`config.mk`:
```
export PLATFORM = sky130hd
export DESIGN_NAME = thpt_cell
export DESIGN_NICKNAME = d
export VERILOG_FILES = /design/src/hdl/thpt_pkg.sv /design/src/hdl/thpt_cell.sv
export SDC_FILE = /design/constraint.sdc
export NUM_CORES = 1
export LEC_CHECK = 0
export BUFFER_PORTS_ARGS = -buffer_cell sky130_fd_sc_hd__buf_2
export CORE_AREA = 3 3 262 264
export DETAILED_ROUTE_END_ITERATION = 6
export DIE_AREA = 0 0 265 267
export PLACE_DENSITY_LB_ADDON = 0.12
export REMOVE_ABC_BUFFERS = 1
export SLEW_MARGIN = 40
export SYNTH_ARGS = -nofsm -noshare
export SYNTH_HDL_FRONTEND = slang
export SYNTH_SLANG_ARGS = --single-unit
```
`constraint.sdc`:
```
create_clock -name clk -period 5.9 [get_ports clk]
set_clock_uncertainty 0.1 [all_clocks]
set_input_delay 0.59 -clock clk [delete_from_list [all_inputs] [get_ports clk]]
set_output_delay 0.59 -clock clk [all_outputs]
set_load 0.03 [all_outputs]
```
`src/hdl/thpt_pkg.sv`:
```
// Shared types, codes and helpers for the tunnel half-context pairing table.
// Used by thpt_cell and tunnel_half_context_pairing_table_top. No dependencies.
`default_nettype none

package thpt_pkg;

    localparam logic [1:0] OP_ACCESS_ADD = 2'd0;
    localparam logic [1:0] OP_ACCESS_DEL = 2'd1;
    localparam logic [1:0] OP_CORE_ADD   = 2'd2;
    localparam logic [1:0] OP_CORE_DEL   = 2'd3;

    localparam logic [2:0] ST_STORED   = 3'd0;
    localparam logic [2:0] ST_COMPLETE = 3'd1;
    localparam logic [2:0] ST_REJECT   = 3'd2;
    localparam logic [2:0] ST_FULL     = 3'd3;
    localparam logic [2:0] ST_DELETE   = 3'd4;

    localparam logic [15:0] REMOTE_PORT_RESET = 16'd2152;

    typedef struct packed {
        logic [63:0] sub;
        logic [3:0]  sub_len;
        logic [3:0]  bearer;
        logic [31:0] user_ip;
        logic [31:0] station_ip;
        logic [31:0] gateway_ip;
        logic [15:0] gateway_port;
        logic [31:0] station_teid;
        logic [31:0] access_teid;
        logic [31:0] core_local_teid;
        logic [31:0] core_remote_teid;
    } entry_t;

    typedef struct packed {
        logic [1:0] opcode;
        entry_t     fields;
    } req_t;

    typedef struct packed {
        logic [31:0] ue_addr;
        logic [31:0] enb_addr;
        logic [31:0] gw_addr;
        logic [31:0] enb_teid;
        logic [15:0] gw_port;
        logic [31:0] gw_teid;
    } flow_t;

    // passed from cell to cell, lowest index first
    typedef struct packed {
        logic  free_seen;
        logic  hit;
        flow_t flow;
    } link_t;

    function automatic logic [63:0] id_mask(input logic [3:0] len);
        logic [63:0] m;
        m = '0;
        for (int b = 0; b < 8; b++)
        begin
            if (4'(b) < len)
                m[b*8 +: 8] = 8'hff;
        end
        return m;
    endfunction

endpackage

`default_nettype wire

```
`src/hdl/thpt_cell.sv`:
```
// One table entry: key compare, merge, completion check and clear.
// Depends on thpt_pkg. Chained by tunnel_half_context_pairing_table_top.
`default_nettype none

module thpt_cell (
    input  wire logic           clk,
    input  wire logic           rst_n,
    input  wire logic           add_en,
    input  wire thpt_pkg::req_t req,
    input  wire logic           any_match,
    input  wire logic           match_in,
    output logic                match_out,
    input  wire thpt_pkg::link_t link_in,
    output thpt_pkg::link_t     link_out
);

    logic              valid_reg;
    logic              valid_next;
    thpt_pkg::entry_t  entry_reg;
    thpt_pkg::entry_t  entry_next;
    thpt_pkg::entry_t  merged;
    logic              match;
    logic              free;
    logic              sel;
    logic              complete;
    thpt_pkg::flow_t   mine;

    assign match = valid_reg
                && entry_reg.bearer == req.fields.bearer
                && entry_reg.sub_len == req.fields.sub_len
                && entry_reg.sub == req.fields.sub;
    assign free = !valid_reg;
    assign sel  = add_en && (any_match ? (match && !match_in)
                                       : (free && !link_in.free_seen));

    always_comb
    begin
        merged = entry_reg;
        if (!match)
        begin
            merged.sub     = req.fields.sub;
            merged.sub_len = req.fields.sub_len;
        end
        merged.bearer = req.fields.bearer;
        if (req.opcode == thpt_pkg::OP_ACCESS_ADD)
        begin
            merged.station_ip   = req.fields.station_ip;
            merged.gateway_ip   = req.fields.gateway_ip;
            merged.gateway_port = req.fields.gateway_port;
            merged.station_teid = req.fields.station_teid;
            merged.access_teid  = req.fields.access_teid;
        end
        else
        begin
            merged.user_ip          = req.fields.user_ip;
            merged.core_local_teid  = req.fields.core_local_teid;
            merged.core_remote_teid = req.fields.core_remote_teid;
        end
    end

    assign complete = merged.bearer != '0 && merged.user_ip != '0
                   && merged.station_ip != '0 && merged.gateway_ip != '0
                   && merged.station_teid != '0 && merged.access_teid != '0
                   && merged.core_local_teid != '0 && merged.core_remote_teid != '0;

    always_comb
    begin
        mine.ue_addr  = merged.user_ip;
        mine.enb_addr = merged.station_ip;
        mine.gw_addr  = merged.gateway_ip;
        mine.enb_teid = merged.station_teid;
        mine.gw_port  = merged.gateway_port;
        mine.gw_teid  = merged.access_teid;
    end

    assign match_out          = match_in | match;
    assign link_out.free_seen = link_in.free_seen | free;
    assign link_out.hit       = link_in.hit | (sel && complete);
    assign link_out.flow      = link_in.flow | ((sel && complete) ? mine : '0);

    always_comb
    begin
        valid_next = valid_reg;
        entry_next = entry_reg;
        if (sel)
        begin
            if (complete)
            begin
                valid_next = 1'b0;
                entry_next = '0;
            end
            else
            begin
                valid_next = 1'b1;
                entry_next = merged;
            end
        end
    end

    // entry contents are architectural state and must read zero after reset
    always_ff @(posedge clk or negedge rst_n)
    begin
        if (!rst_n)
        begin
            valid_reg <= 1'b0;
            entry_reg <= '0;
        end
        else
        begin
            valid_reg <= valid_next;
            entry_reg <= entry_next;
        end
    end

endmodule

`default_nettype wire

```
==> flow_summary.ini <==
[grt]
grt_pass1_wl_um = 104000
grt_pass1_vias = 15900
antenna_found_initial = 38
grt_use_total_pct = 19.5
grt_max_degree = 122
grt-ovfl-total = 0

[critical_path]
worst_setup_path_end_kind = output pin
crit_slowest_cell = nor4_1
critPathKind = flop to output pin
crit_top_cell = nor4_1
cp_cell_sequence = nor4_1, nand4_1, nor4_1, a211oi_1, and4_1, nand2_4, buf_4, o21bai_1, buf_2
cp.required_ns = 5.21
cp-start-kind = flop
slowest_delay_ns = 0.67
r2r_setup_slack_ns = 1.86
cp.arrival_ns = 4.33
crit_family = simple AND/OR/NAND/NOR gates
cp_max_fo = 43
crit_buf_inv = 2

[yosys]
synth_adder_area_share_pct = 0
synth_edf_count = 0
synth_area_um2 = 16300
synth_xor_area_share_pct = 3.28
synthMuxAreaShare_pct = 10.8
yosys_most_used_dff = dfrtp_1
synth_top_family_by_area = compound AO/OA/AOI/OAI gates
synthTopCellsByArea = dfrtp_1 (48%), a22o_1 (17%), mux2i_1 (11%), o21bai_1 (8.1%), nor4_1 (4.5%)
ys_async_sr_fraction_pct = 100
ys_seq_area_share_pct = 48.0
synthCells = 1407
synth_compound_area_share_pct = 25.9
yosysTopAreaCellShare_pct = 48.0
synth_area_leader_cell = dfrtp_1
ys_types = 42
ys_ff_latch = 313
syn_area_per_cell_um2 = 11.6
yosys_warnings = 0
synthSimpleGateAreaFrac_pct = 8.50

[clock_network]
cts_resized = 0
cts_tree = done
clkSlewWorstSetupHoldPaths_ns = 0.06
cts_buffer_depth = 3
numCtsBuffers = 40
clock_sinks = 313
htreeDepth = 2
root_buffer = clkbuf_16
insertion_delay_ns = 0.55

[timing]
slew_violations = 0
setup_tns_ns = 0
worst-slew-pin-transition_ns = 0.800
finalSetupViolCount = 0
relSlewSlack_pct = 45.1
rsz0062_at_grt = false
hold_violations = 0
whs_ns = 0.169
max_clock_freq_ghz = 0.199
finalCritPeriodShare_pct = 85.1
timing.final.crit_period_ns = 5.02

[floorplan]
die_y_um = 267
num_io_pins = 676
die-area_um2 = 70800
core.rowCount = 95
core_um2 = 66800
initial_utilization_pct = 24.4
fp.dieW_um = 265

[layout]
fill_cells = 6937
largest_register_ffs = 312
final_nets = 2539
area_growth_pct = 34.9
fin_area_um2 = 22000
drive_above_1_share_pct = 37.3
final_util_pct = 32.9

[drt]
detail_route.wl_per_cell_um = 24.2
first_pass_iters = 5
ant_nets = 0
drc_errors = 0
wirelength_um = 71800
drt-initial-drc-count = 875
num_vias = 14900
viasPerCell = 5.03

[placed_design]
dpl.hpwl_um = 55900
gp_congestion = 0.850
place_area_um2 = 20600
io_buffers = 675

[power_and_ir_drop]
p_leak_nw = 10.1
power_density_nw_per_um2 = 373
total_power_mw = 8.21
ir_drop_mv = 0.170

[hold_path]
min_path_type = input pin to flop

[run]
maxCapViolations = 0

[status]
outcome = complete, no violations
==> timing repair <==
action | in CTS | in global routing
endpoints found under the hold margin | 44 | 0
hold buffers | 1 | 0
buffers inserted | 0 | 0
==> path summary, 6_finish.rpt <==
check	cells past startpoint	end	from
setup / recovery	9	link_out[167]	entry_reg[217]$_DFFE_PN0P_
hold / removal	2	entry_reg[34]$_DFFE_PN0P_	req[34]
setup reg to reg	8	entry_reg[168]$_DFFE_PN0P_	entry_reg[217]$_DFFE_PN0P_
hold reg to reg	1	entry_reg[134]$_DFFE_PN0P_	entry_reg[134]$_DFFE_PN0P_
max in group asynchronous	4	entry_reg[72]$_DFFE_PN0P_	rst_n
min in group asynchronous	2	entry_reg[35]$_DFFE_PN0P_	rst_n
==> cells in the final DEF (no fill, tap or decap), drive strengths merged, types with 4 or more instances in the layout <==
cell type,count
o21bai,176
nand4,44
a22o,311
diode,21
nand2,10
nand3,16
xor2,6
dfrtp,313
clkbuf,61
or4,5
clkinv,6
nor3,10
mux2i,176
inv,13
o22ai,8
nor2,4
nor4,116
buf,700
nand2b,15
xnor2,55
==> cell usage after synthesis (all sizes together) (2+ instances only) <==
cell,instances
o221ai,2
dfrtp,313
nor4,116
o22ai,8
inv,11
nand2,10
o21bai,176
nand2b,15
or4,5
buf,52
or2,2
nor3,10
clkbuf,56
or3,2
mux2i,176
o21ai,3
nand3,16
nor2,4
nand4,44
xnor2,55
xor2,6
a22o,311
==> layer usage <==
metal	vias up	GRT usage (%)	share of wire, %
li1	6876	-	-
met1	7392	22.9	40
met2	502	34.6	51
met3	124	4.86	6.1
met4	8	6.44	2.9
met5	-	0	0.064
==> worst register-to-register path, stage by stage, from the launching register on <==
cell      delay, ns
dfrtp_1        0.40
nor4_1         0.45
nand4_1        0.26
nor4_1         0.67
a211oi_1       0.14
and4_1         0.47
o21ai_4        0.51
buf_6          0.61
a22o_1         0.36
==> area by class of cell <==
type	count	area, um^2	share of cell area, %
clock inverter	10	108	0.489
timing repair buffer	701	3710	16.9
antenna	21	52.6	0.239
inverter	11	41.3	0.188
tap	873	1090	4.97
multi-input combinational	975	7970	36.2
clock buffer	61	1190	5.42
sequential	313	7830	35.6
==> stage by stage <==
step / worst slack (ns) / instances
final: 0.876 / 2965
after global routing: 0.570 / 2955
after CTS: 0.675 / 2942
after detailed placement: 0.911 / 2870
after global placement: 0.987 / 2870
after floorplan: -14.16 / 1299
==> cell families (layout without fill, tap and decap cells) <==
kind of cell    count (synthesis)  after routing
compound gates                511            511
flops                         313            313
simple gates                  227            227
mux                           176            176
buf+inv                       119            783
xor+xnor                       61             61
other cells                     0             21
==> power breakdown <==
| part | internal, mW | switching, mW |
|---|---|---|
| Clock | 1.48 | 0.973 |
| Sequential | 2.82 | 0.488 |
| Combinational | 1.19 | 1.26 |
| Total | 5.49 | 2.72 |
No activity file was read; power rests on OpenSTA's default activity.
